--- src/clp_pkg.sv ---
// Package: constants, keyword tables, result type and match functions for the command line parser.
package clp_pkg;

    localparam int NCmd = 13;
    localparam int NAct = 9;
    localparam int MaxNameLen = 100;
    localparam int NameLenW = 7;
    localparam int ParamW = 31;
    localparam logic [ParamW-1:0] ParamMax = {ParamW{1'b1}};

    localparam logic [7:0] ChEq    = "=";
    localparam logic [7:0] ChDash  = "-";
    localparam logic [7:0] ChGt    = ">";
    localparam logic [7:0] ChCr    = 8'h0d;
    localparam logic [7:0] ChLf    = 8'h0a;
    localparam logic [7:0] ChZero  = "0";
    localparam logic [7:0] ChNine  = "9";

    // keywords right-aligned in 64 bits, first character highest
    localparam logic [63:0] CMD_WORDS [NCmd] = '{
        64'("TEST"), 64'("LWHEEL"), 64'("RWHEEL"), 64'("LBRUSH"), 64'("RBRUSH"),
        64'("MBRUSH"), 64'("FAN"), 64'("SENSOR"), 64'("RGB_LED"), 64'("KEY"),
        64'("IRDA"), 64'("BUZZER"), 64'("CHARGE")
    };
    localparam logic [3:0] CMD_LENS [NCmd] = '{
        4'd4, 4'd6, 4'd6, 4'd6, 4'd6, 4'd6, 4'd3, 4'd6, 4'd7, 4'd3, 4'd4, 4'd6, 4'd6
    };
    localparam logic [63:0] ACT_WORDS [NAct] = '{
        64'("ON"), 64'("OFF"), 64'("READ"), 64'("DIR"), 64'("SPEED"),
        64'({"IFRD", "_LED"}), 64'({"B_SW", "ITCH"}), 64'("START"), 64'("STOP")
    };
    localparam logic [3:0] ACT_LENS [NAct] = '{
        4'd2, 4'd3, 4'd4, 4'd3, 4'd5, 4'd8, 4'd8, 4'd5, 4'd4
    };

    typedef enum logic [1:0] {
        ST_OK      = 2'd0,
        ST_BAD_CMD = 2'd1,
        ST_BAD_ACT = 2'd2
    } status_t;

    typedef struct packed {
        logic [ParamW-1:0] parameter_res;
        logic [3:0]        action;
        logic [3:0]        command;
        status_t           status;
    } result_t;

    function automatic logic is_name_char(input logic [7:0] c);
        return (c >= "a" && c <= "z") || (c >= "A" && c <= "Z") || c == "_";
    endfunction

    function automatic logic char_hit(input logic [63:0] word, input logic [3:0] len,
                                      input logic [NameLenW-1:0] pos, input logic [7:0] c);
        logic [2:0] k;
        logic [5:0] sh;
        k = 3'(len - 4'd1 - 4'(pos[2:0]));
        sh = {k, 3'b000};
        return ({3'b000, len} > pos) && (word[sh +: 8] == c);
    endfunction

    function automatic logic [NCmd-1:0] cmd_char_mask(input logic [NameLenW-1:0] pos,
                                                      input logic [7:0] c);
        logic [NCmd-1:0] m;
        for (int i = 0; i < NCmd; i++)
            m[i] = char_hit(CMD_WORDS[i], CMD_LENS[i], pos, c);
        return m;
    endfunction

    function automatic logic [NAct-1:0] act_char_mask(input logic [NameLenW-1:0] pos,
                                                      input logic [7:0] c);
        logic [NAct-1:0] m;
        for (int i = 0; i < NAct; i++)
            m[i] = char_hit(ACT_WORDS[i], ACT_LENS[i], pos, c);
        return m;
    endfunction

    function automatic logic [NCmd-1:0] cmd_len_mask(input logic [NameLenW-1:0] len);
        logic [NCmd-1:0] m;
        for (int i = 0; i < NCmd; i++)
            m[i] = ({3'b000, CMD_LENS[i]} == len);
        return m;
    endfunction

    function automatic logic [NAct-1:0] act_len_mask(input logic [NameLenW-1:0] len);
        logic [NAct-1:0] m;
        for (int i = 0; i < NAct; i++)
            m[i] = ({3'b000, ACT_LENS[i]} == len);
        return m;
    endfunction

    // lowest set bit: {found, index}
    function automatic logic [4:0] first_cmd(input logic [NCmd-1:0] v);
        logic [4:0] r;
        r = 5'd0;
        for (int i = NCmd - 1; i >= 0; i--)
            if (v[i])
                r = {1'b1, 4'(i)};
        return r;
    endfunction

    function automatic logic [4:0] first_act(input logic [NAct-1:0] v);
        logic [4:0] r;
        r = 5'd0;
        for (int i = NAct - 1; i >= 0; i--)
            if (v[i])
                r = {1'b1, 4'(i)};
        return r;
    endfunction

endpackage

--- src/clp_parse.sv ---
// Per-byte line parser: phase, keyword match vectors, name length and parameter.
module clp_parse (
    input  logic                 clk,
    input  logic                 rst_n,
    input  logic                 accept,
    input  logic [7:0]           rx_byte,
    output logic                 emit,
    output clp_pkg::result_t     result
);

    typedef enum logic [3:0] {
        PH_CMD   = 4'b0001,
        PH_DASH  = 4'b0010,
        PH_ACT   = 4'b0100,
        PH_PARAM = 4'b1000
    } phase_t;

    phase_t                           phase_reg, phase_next;
    logic                             cr_reg, cr_next;
    logic [clp_pkg::NameLenW-1:0]     len_reg, len_next;
    logic [clp_pkg::NCmd-1:0]         cm_reg, cm_next, cm_fin;
    logic [clp_pkg::NAct-1:0]         am_reg, am_next, am_fin;
    logic [clp_pkg::ParamW-1:0]       param_reg, param_next;
    logic                             restart;
    logic                             name_ok;
    logic [34:0]                      prod;
    logic [4:0]                       cfirst, afirst;

    assign name_ok = clp_pkg::is_name_char(rx_byte) &&
                     (len_reg < clp_pkg::NameLenW'(clp_pkg::MaxNameLen));
    assign prod = ({4'b0, param_reg} << 3) + ({4'b0, param_reg} << 1) +
                  35'(rx_byte - clp_pkg::ChZero);

    always_comb
    begin
        phase_next = phase_reg;
        cr_next    = cr_reg;
        len_next   = len_reg;
        cm_next    = cm_reg;
        am_next    = am_reg;
        param_next = param_reg;
        restart    = 1'b0;
        emit       = 1'b0;
        if (cr_reg)
        begin
            emit    = (rx_byte == clp_pkg::ChLf);
            restart = 1'b1;
        end
        else if (rx_byte == clp_pkg::ChCr)
        begin
            cr_next = 1'b1;
        end
        else
        begin
            unique case (phase_reg)
                PH_PARAM:
                begin
                    if (rx_byte >= clp_pkg::ChZero && rx_byte <= clp_pkg::ChNine)
                        param_next = (prod > 35'(clp_pkg::ParamMax)) ?
                                     clp_pkg::ParamMax : prod[clp_pkg::ParamW-1:0];
                    else
                        restart = 1'b1;
                end
                PH_CMD:
                begin
                    if (rx_byte == clp_pkg::ChEq)
                    begin
                        cm_next    = cm_reg & clp_pkg::cmd_len_mask(len_reg);
                        am_next    = am_reg & clp_pkg::act_len_mask('0);
                        phase_next = PH_PARAM;
                        len_next   = '0;
                        param_next = '0;
                    end
                    else if (rx_byte == clp_pkg::ChDash)
                    begin
                        cm_next    = cm_reg & clp_pkg::cmd_len_mask(len_reg);
                        len_next   = '0;
                        phase_next = PH_DASH;
                    end
                    else if (name_ok)
                    begin
                        cm_next  = cm_reg & clp_pkg::cmd_char_mask(len_reg, rx_byte);
                        len_next = len_reg + 1'b1;
                    end
                    else
                        restart = 1'b1;
                end
                PH_DASH:
                begin
                    if (rx_byte == clp_pkg::ChEq)
                    begin
                        am_next    = am_reg & clp_pkg::act_len_mask('0);
                        phase_next = PH_PARAM;
                        len_next   = '0;
                        param_next = '0;
                    end
                    else if (rx_byte == clp_pkg::ChGt)
                        phase_next = PH_ACT;
                    else
                        restart = 1'b1;
                end
                PH_ACT:
                begin
                    if (rx_byte == clp_pkg::ChEq)
                    begin
                        am_next    = am_reg & clp_pkg::act_len_mask(len_reg);
                        phase_next = PH_PARAM;
                        len_next   = '0;
                        param_next = '0;
                    end
                    else if (name_ok)
                    begin
                        am_next  = am_reg & clp_pkg::act_char_mask(len_reg, rx_byte);
                        len_next = len_reg + 1'b1;
                    end
                    else
                        restart = 1'b1;
                end
                default: restart = 1'b1;
            endcase
        end
        if (restart)
        begin
            phase_next = PH_CMD;
            cr_next    = 1'b0;
            len_next   = '0;
            cm_next    = '1;
            am_next    = '1;
            param_next = '0;
        end
    end

    // end-of-line view of the match vectors
    always_comb
    begin
        cm_fin = cm_reg;
        am_fin = am_reg;
        unique case (phase_reg)
            PH_CMD:
            begin
                cm_fin = cm_reg & clp_pkg::cmd_len_mask(len_reg);
                am_fin = am_reg & clp_pkg::act_len_mask('0);
            end
            PH_DASH:  am_fin = am_reg & clp_pkg::act_len_mask('0);
            PH_ACT:   am_fin = am_reg & clp_pkg::act_len_mask(len_reg);
            PH_PARAM: am_fin = am_reg;
            default:  am_fin = am_reg;
        endcase
    end

    assign cfirst = clp_pkg::first_cmd(cm_fin);
    assign afirst = clp_pkg::first_act(am_fin);

    always_comb
    begin
        result = '0;
        if (!cfirst[4])
            result.status = clp_pkg::ST_BAD_CMD;
        else if (!afirst[4])
        begin
            result.status  = clp_pkg::ST_BAD_ACT;
            result.command = cfirst[3:0];
        end
        else
        begin
            result.status        = clp_pkg::ST_OK;
            result.command       = cfirst[3:0];
            result.action        = afirst[3:0];
            result.parameter_res = param_reg;
        end
    end

    always_ff @(posedge clk or negedge rst_n)
    begin
        if (!rst_n)
        begin
            phase_reg <= PH_CMD;
            cr_reg    <= 1'b0;
            len_reg   <= '0;
            cm_reg    <= '1;
            am_reg    <= '1;
            param_reg <= '0;
        end
        else if (accept)
        begin
            phase_reg <= phase_next;
            cr_reg    <= cr_next;
            len_reg   <= len_next;
            cm_reg    <= cm_next;
            am_reg    <= am_next;
            param_reg <= param_next;
        end
    end

endmodule

--- src/clp_skid.sv ---
// Result register with one skid entry between the parser and the output stream.
module clp_skid (
    input  logic             clk,
    input  logic             rst_n,
    input  logic             in_valid,
    output logic             in_ready,
    input  clp_pkg::result_t in_data,
    output logic             out_valid,
    input  logic             out_ready,
    output clp_pkg::result_t out_data
);

    logic             out_valid_reg;
    logic             skid_valid_reg;
    clp_pkg::result_t out_data_reg;
    clp_pkg::result_t skid_data_reg;
    logic             load_out;

    assign in_ready  = !skid_valid_reg;
    assign out_valid = out_valid_reg;
    assign out_data  = out_data_reg;
    assign load_out  = out_ready || !out_valid_reg;

    always_ff @(posedge clk or negedge rst_n)
    begin
        if (!rst_n)
        begin
            out_valid_reg  <= 1'b0;
            skid_valid_reg <= 1'b0;
        end
        else if (load_out)
        begin
            out_valid_reg  <= skid_valid_reg || in_valid;
            skid_valid_reg <= 1'b0;
        end
        else if (in_valid && !skid_valid_reg)
            skid_valid_reg <= 1'b1;
    end

    always_ff @(posedge clk)
    begin
        if (load_out)
            out_data_reg <= skid_valid_reg ? skid_data_reg : in_data;
        else if (in_valid && !skid_valid_reg)
            skid_data_reg <= in_data;
    end

endmodule

--- src/ascii_command_line_parser_core.sv ---
// Top level: ASCII command line parser with streaming byte input and result output.
// One byte is taken per clock while s_tready is high; a CR LF pair closes the line
// and its result word (status, command, action, parameter) is registered onto m_tdata.
// The result side is a result register plus one skid entry, so s_tready drops only when
// two results are waiting; any byte that breaks the NAME->ACTION=DIGITS grammar restarts
// the parse at the next byte, and the bytes before it give no result.
module ascii_command_line_parser_core (
    input  logic        clk,
    input  logic        rst_n,
    input  logic        s_tvalid,
    output logic        s_tready,
    input  logic [7:0]  s_tdata,   // [7:0] rx_byte
    output logic        m_tvalid,
    input  logic        m_tready,
    output logic [47:0] m_tdata    // [1:0] status, [5:2] command, [9:6] action,
                                   // [40:10] parameter_res, [47:41] zero
);

    logic             accept;
    logic             emit;
    clp_pkg::result_t line_res;
    clp_pkg::result_t out_res;

    assign accept = s_tvalid && s_tready;

    clp_parse u_parse (
        .clk     (clk),
        .rst_n   (rst_n),
        .accept  (accept),
        .rx_byte (s_tdata),
        .emit    (emit),
        .result  (line_res)
    );

    clp_skid u_skid (
        .clk       (clk),
        .rst_n     (rst_n),
        .in_valid  (accept && emit),
        .in_ready  (s_tready),
        .in_data   (line_res),
        .out_valid (m_tvalid),
        .out_ready (m_tready),
        .out_data  (out_res)
    );

    assign m_tdata = {7'b0, out_res.parameter_res, out_res.action, out_res.command,
                      out_res.status};

`ifndef SYNTHESIS
    a_full_implies_valid: assert property (@(posedge clk) disable iff (!rst_n)
        !s_tready |-> m_tvalid)
        else $error("skid full without pending result");

    a_line_gives_word: assert property (@(posedge clk) disable iff (!rst_n)
        (accept && emit) |=> m_tvalid)
        else $error("line end did not produce a result word");

    a_bad_cmd_zero: assert property (@(posedge clk) disable iff (!rst_n)
        (m_tvalid && out_res.status == clp_pkg::ST_BAD_CMD) |->
        (out_res.command == 4'd0 && out_res.action == 4'd0 &&
         out_res.parameter_res == '0))
        else $error("unknown command carries nonzero fields");

    a_bad_act_zero: assert property (@(posedge clk) disable iff (!rst_n)
        (m_tvalid && out_res.status == clp_pkg::ST_BAD_ACT) |->
        (out_res.action == 4'd0 && out_res.parameter_res == '0))
        else $error("unknown action carries nonzero fields");

    a_codes_in_range: assert property (@(posedge clk) disable iff (!rst_n)
        m_tvalid |-> (out_res.command < 4'd13 && out_res.action < 4'd9 &&
                      out_res.status != 2'd3))
        else $error("result code out of range");
`endif

endmodule
--- config.mk ---
export PLATFORM = sky130hd
export DESIGN_NAME = ascii_command_line_parser_core
export DESIGN_NICKNAME = d
export VERILOG_FILES = /design/src/clp_pkg.sv /design/src/clp_parse.sv /design/src/clp_skid.sv /design/src/ascii_command_line_parser_core.sv
export SDC_FILE = /design/constraint.sdc
export NUM_CORES = 1
export LEC_CHECK = 0
export BUFFER_PORTS_ARGS = -buffer_cell sky130_fd_sc_hd__buf_4
export CAP_MARGIN = 5
export CELL_PAD_IN_SITES_DETAIL_PLACEMENT = 2
export CELL_PAD_IN_SITES_GLOBAL_PLACEMENT = 2
export CORE_MARGIN = 4
export CORE_UTILIZATION = 39
export DETAILED_ROUTE_END_ITERATION = 7
export PLACE_DENSITY = 0.86
export SLEW_MARGIN = 10
export SYNTH_ARGS = -nofsm -noshare
export SYNTH_HDL_FRONTEND = slang
export SYNTH_SLANG_ARGS = --single-unit
--- constraint.sdc ---
create_clock -name clk -period 4.8 [get_ports clk]
set_input_delay 0.96 -clock clk [delete_from_list [all_inputs] [get_ports clk]]
set_output_delay 0.96 -clock clk [all_outputs]
set_load 0.05 [all_outputs]
; Yosys cells after proc, flatten, opt, wreduce, memory -nomap -nowiden
; Cells that the tools add are included.
[op_classes]
addsub = 11
magnitude_cmp = 15
n_eq_ne = 49
shifts = 22
n_mux = 84
n_bitwise = 5
n_reduce_logical = 49
[op_table]
columns = op, n
row1 = $shiftx 64x7->8 const A, 22
row2 = $mux 31, 6
row3 = $eq 8x8->1, 22
row4 = $mux 5, 22
row5 = $mux 13, 8
row6 = $pmux 31 s2, 1
row7 = $mux 7, 8
row8 = $mux 9, 6
row9 = $mux 41, 1
row10 = $mux 39, 1
row11 = $pmux 9 s2, 2
row12 = $add 34x32->35, 1
row13 = $add 35x35->35, 1
row14 = $gt 35x31->1 const B, 1
row15 = $mux 35, 1
row16 = $mux 4, 8
row17 = $logic_and 1x1->1, 29
row18 = $eq 3x7->1 const A, 4
row19 = $gt 3x7->1 const A, 4
row20 = $and 13x13->13, 2
row21 = $eq 8x6->1 const B, 3
row22 = $pmux 7 s3, 1
row23 = $and 9x9->9, 2
row24 = $eq 8x4->1 const B, 2
row25 = 39 further kinds, 77
[totals]
ff_bits = 149
inputBits = 12
out_inout_bits = 50
wordCells = 251

; Depth between registers and ports, before layout
[logic_depth]
ltp_word = 18
mapped_depth = 17
depth_no_buf = 15

; Modules after synthesis
; A second synthesis with hierarchy kept.
[hier_totals]
hier_cells = 1269
area_unflattened_um2 = 12050.3
[by_module_without_submodules]
columns = mod, instances, cells_per_inst, area_each_um2, seq_area_each_um2
row1 = clp_parse, 1, 1123, 8753.4, 1655.3
row2 = clp_skid, 1, 136, 3228.1, 2512.4
row3 = ascii_command_line_parser_core, 1, 10, 68.8, 0.0

; Least setup slack after synthesis
; No wires, ideal clock.
[synth_timing]
path_kind = input port to flip-flop
from = input s_tdata[6]
to = register u_parse.param_reg[23] (netlist bit)
setup_time_ps = 127
t_arrival_ps = 6941
t_required_ps = 4673
slack_ps = -2269
stages = 16
n_path_buf = 4
cell_sequence = clkbuf_1 > clkbuf_1 > nor3_1 > fa_1 > ha_1 > clkbuf_1 > nand2_1 > o211a_1 > nor3_1 > and4b_1 > a2111oi_0 > o31ai_1 > xnor2_1 > o31ai_4 > buf_6 > o211ai_2
[synth_via]
elab_chain_cells = 13
word_cells_on_any_way = 42
classes_between = 2 x add/sub / 7 x order compare / 9 x eq/ne / 16 x mux / 8 x reduce/logical
[synth_lines]
columns = element, line
row1 = "start, declared", ascii_command_line_parser_core.sv:12  ; input logic [7:0] s_tdata,
row2 = branches (longest 13 deep; another with $add 35x35->35), n/a
row3 = "end signal, assigned", clp_parse.sv:191  ; param_reg <= param_next;
row4 = "end, declared", clp_parse.sv:23  ; logic [clp_pkg::ParamW-1:0] param_reg, param_next;
; Parallel ways; which one is timed is not known. The select of a mux whose other input is x is not followed.
; A chain may end at the register's enable or synchronous reset.

; Worst setup path after layout
[layout_timing]
from = input s_tdata[4]
to = register u_parse.param_reg[20] (netlist bit)
; Same word-level chain as after synthesis.

==> flow_metrics.env <==
export IMPL_cp_required_ns=5.09
export IMPL_start_kind="primary input"
export IMPL_p_int_w=0.00404
export IMPL_maxCapViolCount=0
export IMPL_ir_drop_uv=258
export IMPL_io_buffer_count=54
export IMPL_worstMarginPinSlew_ns=1.03
export IMPL_p_leak_nw=5.74
export IMPL_reg2reg_slack_ns=0.40
export IMPL_slowest_delay_ns=0.52
export IMPL_syn_area_mm2=0.0115
export IMPL_yosysTopAreaCellShare=0.214
export IMPL_crit_family="compound AO/OA/AOI/OAI gates"
export IMPL_ys_flop_type="edfxtp_1"
export IMPL_power_density_mw_per_mm2=594
export IMPL_antennaDiodeCount=0
export IMPL_status="completed"
export IMPL_avgViaCountPerCell=6.25
export IMPL_drt_total_wl_um=47600
export IMPL_dr_pass1_iters=6
export IMPL_final_util=0.456
export IMPL_fin_skew_ns=0.0146
export IMPL_post_route_min_period_ns=4.72
export IMPL_finalPower_w=0.00784
export IMPL_avgSynthCellArea_um2=9.35
export IMPL_layoutNonFillerInstCount=1687
export IMPL_min_delay_worst_endpoint="u_parse.am_reg[2]"
export IMPL_p_comb_frac=0.554
export IMPL_synth_seq_cells=149
export IMPL_cts_buffers_inserted=17
export IMPL_timing_final_crit_share=0.983
export IMPL_yosys_warnings=0
export IMPL_reg2reg_depth=15
export IMPL_drive_gt1_frac=0.186
export IMPL_cts_buffer_depth=2
export IMPL_switching_share=0.485
export IMPL_core_mm2=0.0289
export IMPL_synth_area_top_cells="edfxtp_1, dfrtp_1, ha_1"
export IMPL_crit_path_cell_trace="buf_4 -> ha_4 -> xor2_2 -> fa_1 -> inv_1 -> ha_1 -> a21o_1 -> a221o_1 -> a22o_1 -> nor4_2 -> o31ai_1 -> a211oi_1 -> o22ai_1 -> o31ai_4 -> buf_4 -> buf_6 -> nand2_1"
export IMPL_worstSetupPathType="in2reg"
export IMPL_drc_errors=0
export IMPL_detail_route_wl_per_cell_um=28.2
export IMPL_dieHeight_um=180
export IMPL_overflow=0
export IMPL_fin_nets=1394
export IMPL_arrival_ns=5.01
export IMPL_antenna_found_initial=0
export IMPL_syn_to_final_growth_pct=14.7
export IMPL_die_w_um=180
export IMPL_synth_mux_area_frac=0.0408
export IMPL_synth_cells=1230
export IMPL_cts_max_level=4
export IMPL_setup_viol=0
export IMPL_clock_sinks=149
export IMPL_grt_total_usage=0.285
export IMPL_clkLatencyLatePin_ns=0.44
export IMPL_grt_pass1_wl_um=73000
export IMPL_synthSimpleGateAreaFrac=0.174
export IMPL_clockPowerShare=0.176
export IMPL_synth_edf_count=82
export IMPL_hold_path_class="reg2reg"
export IMPL_reg2reg_to="u_parse.param_reg[20]"
export IMPL_synth_fa_ha_area_frac=0.120
export IMPL_hold_buffers=0
export IMPL_crit_buf_inv=4
export IMPL_finalHoldViolations=0
export IMPL_grt_pass1_vias=11700
export IMPL_switching_power_w=0.00380
export IMPL_maxSlewHeadroom=0.314
export IMPL_synth_top_area_cell="edfxtp_1"
export IMPL_dp_hpwl_um=31500
export IMPL_gp_congestion=0.906
export IMPL_synth_compound_area_share=0.186
export IMPL_seqPwrFrac=0.270
export IMPL_ys_seq_area_frac=0.362
export IMPL_clockRootBuffer="clkbuf_16"
export IMPL_die_area_mm2=0.0323
export IMPL_crit_fanout=9
export IMPL_cts_reportedPaths_clkPinSlew_ns=0.07
export IMPL_ios=62
export IMPL_rr_startpoint="u_parse.param_reg[2]"
export IMPL_end_kind="flip-flop"
export IMPL_grt_max_degree=68
export IMPL_rows=62
export IMPL_start_util=0.398
export IMPL_ant_nets=0
export IMPL_slowest_stage="fa_1"
export IMPL_fmax_mhz=212
export IMPL_drtIter0Drc=821
export IMPL_finalMaxSlewViolations=0
export IMPL_cp_common_cell="buf_4"
export IMPL_vias=10600
export IMPL_cts_tree="yes"
export IMPL_whs_path_depth=2
export IMPL_synth_xor_area_share=0.0670
export IMPL_hp_start="u_parse.am_reg[2]"
export IMPL_synth_top_family_by_area="compound AO/OA/AOI/OAI gates"
export IMPL_ys_async_sr_fraction=0.450
export IMPL_placed_cells=1653
export IMPL_ys_types=84
cells in the final DEF (no fill, tap or decap), drive strengths merged, types with 28 or more instances in the layout:
| cell type | synthesis | final |
|---|---|---|
| a21oi | 78 | 78 |
| buf | 35 | 112 |
| inv | 50 | 56 |
| ha | 62 | 62 |
| xnor2 | 60 | 60 |
| o21ai | 80 | 80 |
| and2 | 35 | 35 |
| edfxtp | 82 | 82 |
| nand2 | 143 | 143 |
| nor2 | 72 | 72 |
| dfrtp | 44 | 44 |
| mux2 | 39 | 39 |
| xor2 | 28 | 28 |
| a22oi | 31 | 31 |
| nand3 | 32 | 32 |
| fa | 30 | 30 |
what timing repair did:
item                                    in CTS  in global routing
pin swaps                                    0                  3
endpoints found under the setup margin      25                 31
buffers inserted                             0                  2
gates resized for setup                      3                 11
logic make-up after synthesis:
group / Yosys count
multiplexers: 42
adder cells (fa/ha/maj): 92
AO/OA/AOI/OAI: 325
other: 1
XOR/XNOR: 88
flip-flops: 149
buffers and inverters: 129
AND/OR/NAND/NOR: 404
tightest hold or removal path: stages (launching register included):
cell and delay (ns):
dfstp_2 0.37, o21ai_0 0.07, nand2_1 0.05
through the flow:
stage	TNS [ns]	hold slack [ns]	instance area, um2	setup slack [ns]
final	0	0.494	13200	0.0797
after global routing	-0.0802	0.526	13200	-0.0318
after CTS	0	0.496	13100	0.0453
after detailed placement	-8.04	0.476	12500	-0.313
after global placement	0	0.465	12500	0.0515
after floorplan	-11.71	0.455	11600	-0.413
layout make-up:
class                      instances  area (um2)
clock buffer                      18         429
inverter                          52         195
multi-input combinational        958        6900
sequential                       149        4170
timing repair buffer             112         873
tap                              384         480
clock inverter                    14         145
fill                            3032       15700
power by group through the flow:
| stage | Sequential [W] | Clock (W) | Combinational, W |
|---|---|---|---|
| 6_report | 0.00212 | 0.00138 | 0.00434 |
| 3_5_place_dp | 0.00211 | 0 | 0.00411 |
| 3_3_place_gp | 0.00209 | 0 | 0.00380 |
| 5_1_grt | 0.00215 | 0.00145 | 0.00468 |
| 4_1_cts | 0.00211 | 0.00139 | 0.00427 |
| 2_1_floorplan | 0.00249 | 0 | 0.00237 |
Yosys cell counts, types with 10 or more instances:
cell      count
and2_1       35
nor3_1       24
xnor2_1      60
xor2_1       28
nor2_1       72
buf_2        10
inv_1        47
nand3_1      32
dfrtp_1      44
edfxtp_1     82
ha_1         62
fa_1         30
nand2_1     143
buf_4        10
dfstp_2      23
and3_1       12
a21o_1       20
o21ai_0      61
a22oi_1      31
clkbuf_1     42
a31oi_1      16
nor2b_1      17
nand4_1      17
buf_1        10
o21ai_1      19
mux2_2       38
a21oi_1      76
layer usage:
layer  track usage  up-vias  wire length [um]
met5             0        -                 0
met4         0.126        0              2400
met3        0.0340      161              1580
met2         0.513      359             24400
met1         0.343     5483             19200
li1              -     4547                 -
how the worst max path moves through the flow:
stage | startpoint | to | slack, ns | cells after the start
after floorplan | s_tdata[4] | u_parse.param_reg[23] | -0.41 | 16
after global placement | s_tdata[4] | u_parse.param_reg[0] | 0.05 | 16
after detailed placement | s_tdata[4] | u_parse.param_reg[5] | -0.31 | 16
after CTS | s_tdata[4] | u_parse.param_reg[7] | 0.05 | 17
after global routing | s_tdata[4] | u_parse.param_reg[22] | -0.03 | 17
final | s_tdata[4] | u_parse.param_reg[20] | 0.08 | 17
Power figures use the tool's default switching activity.
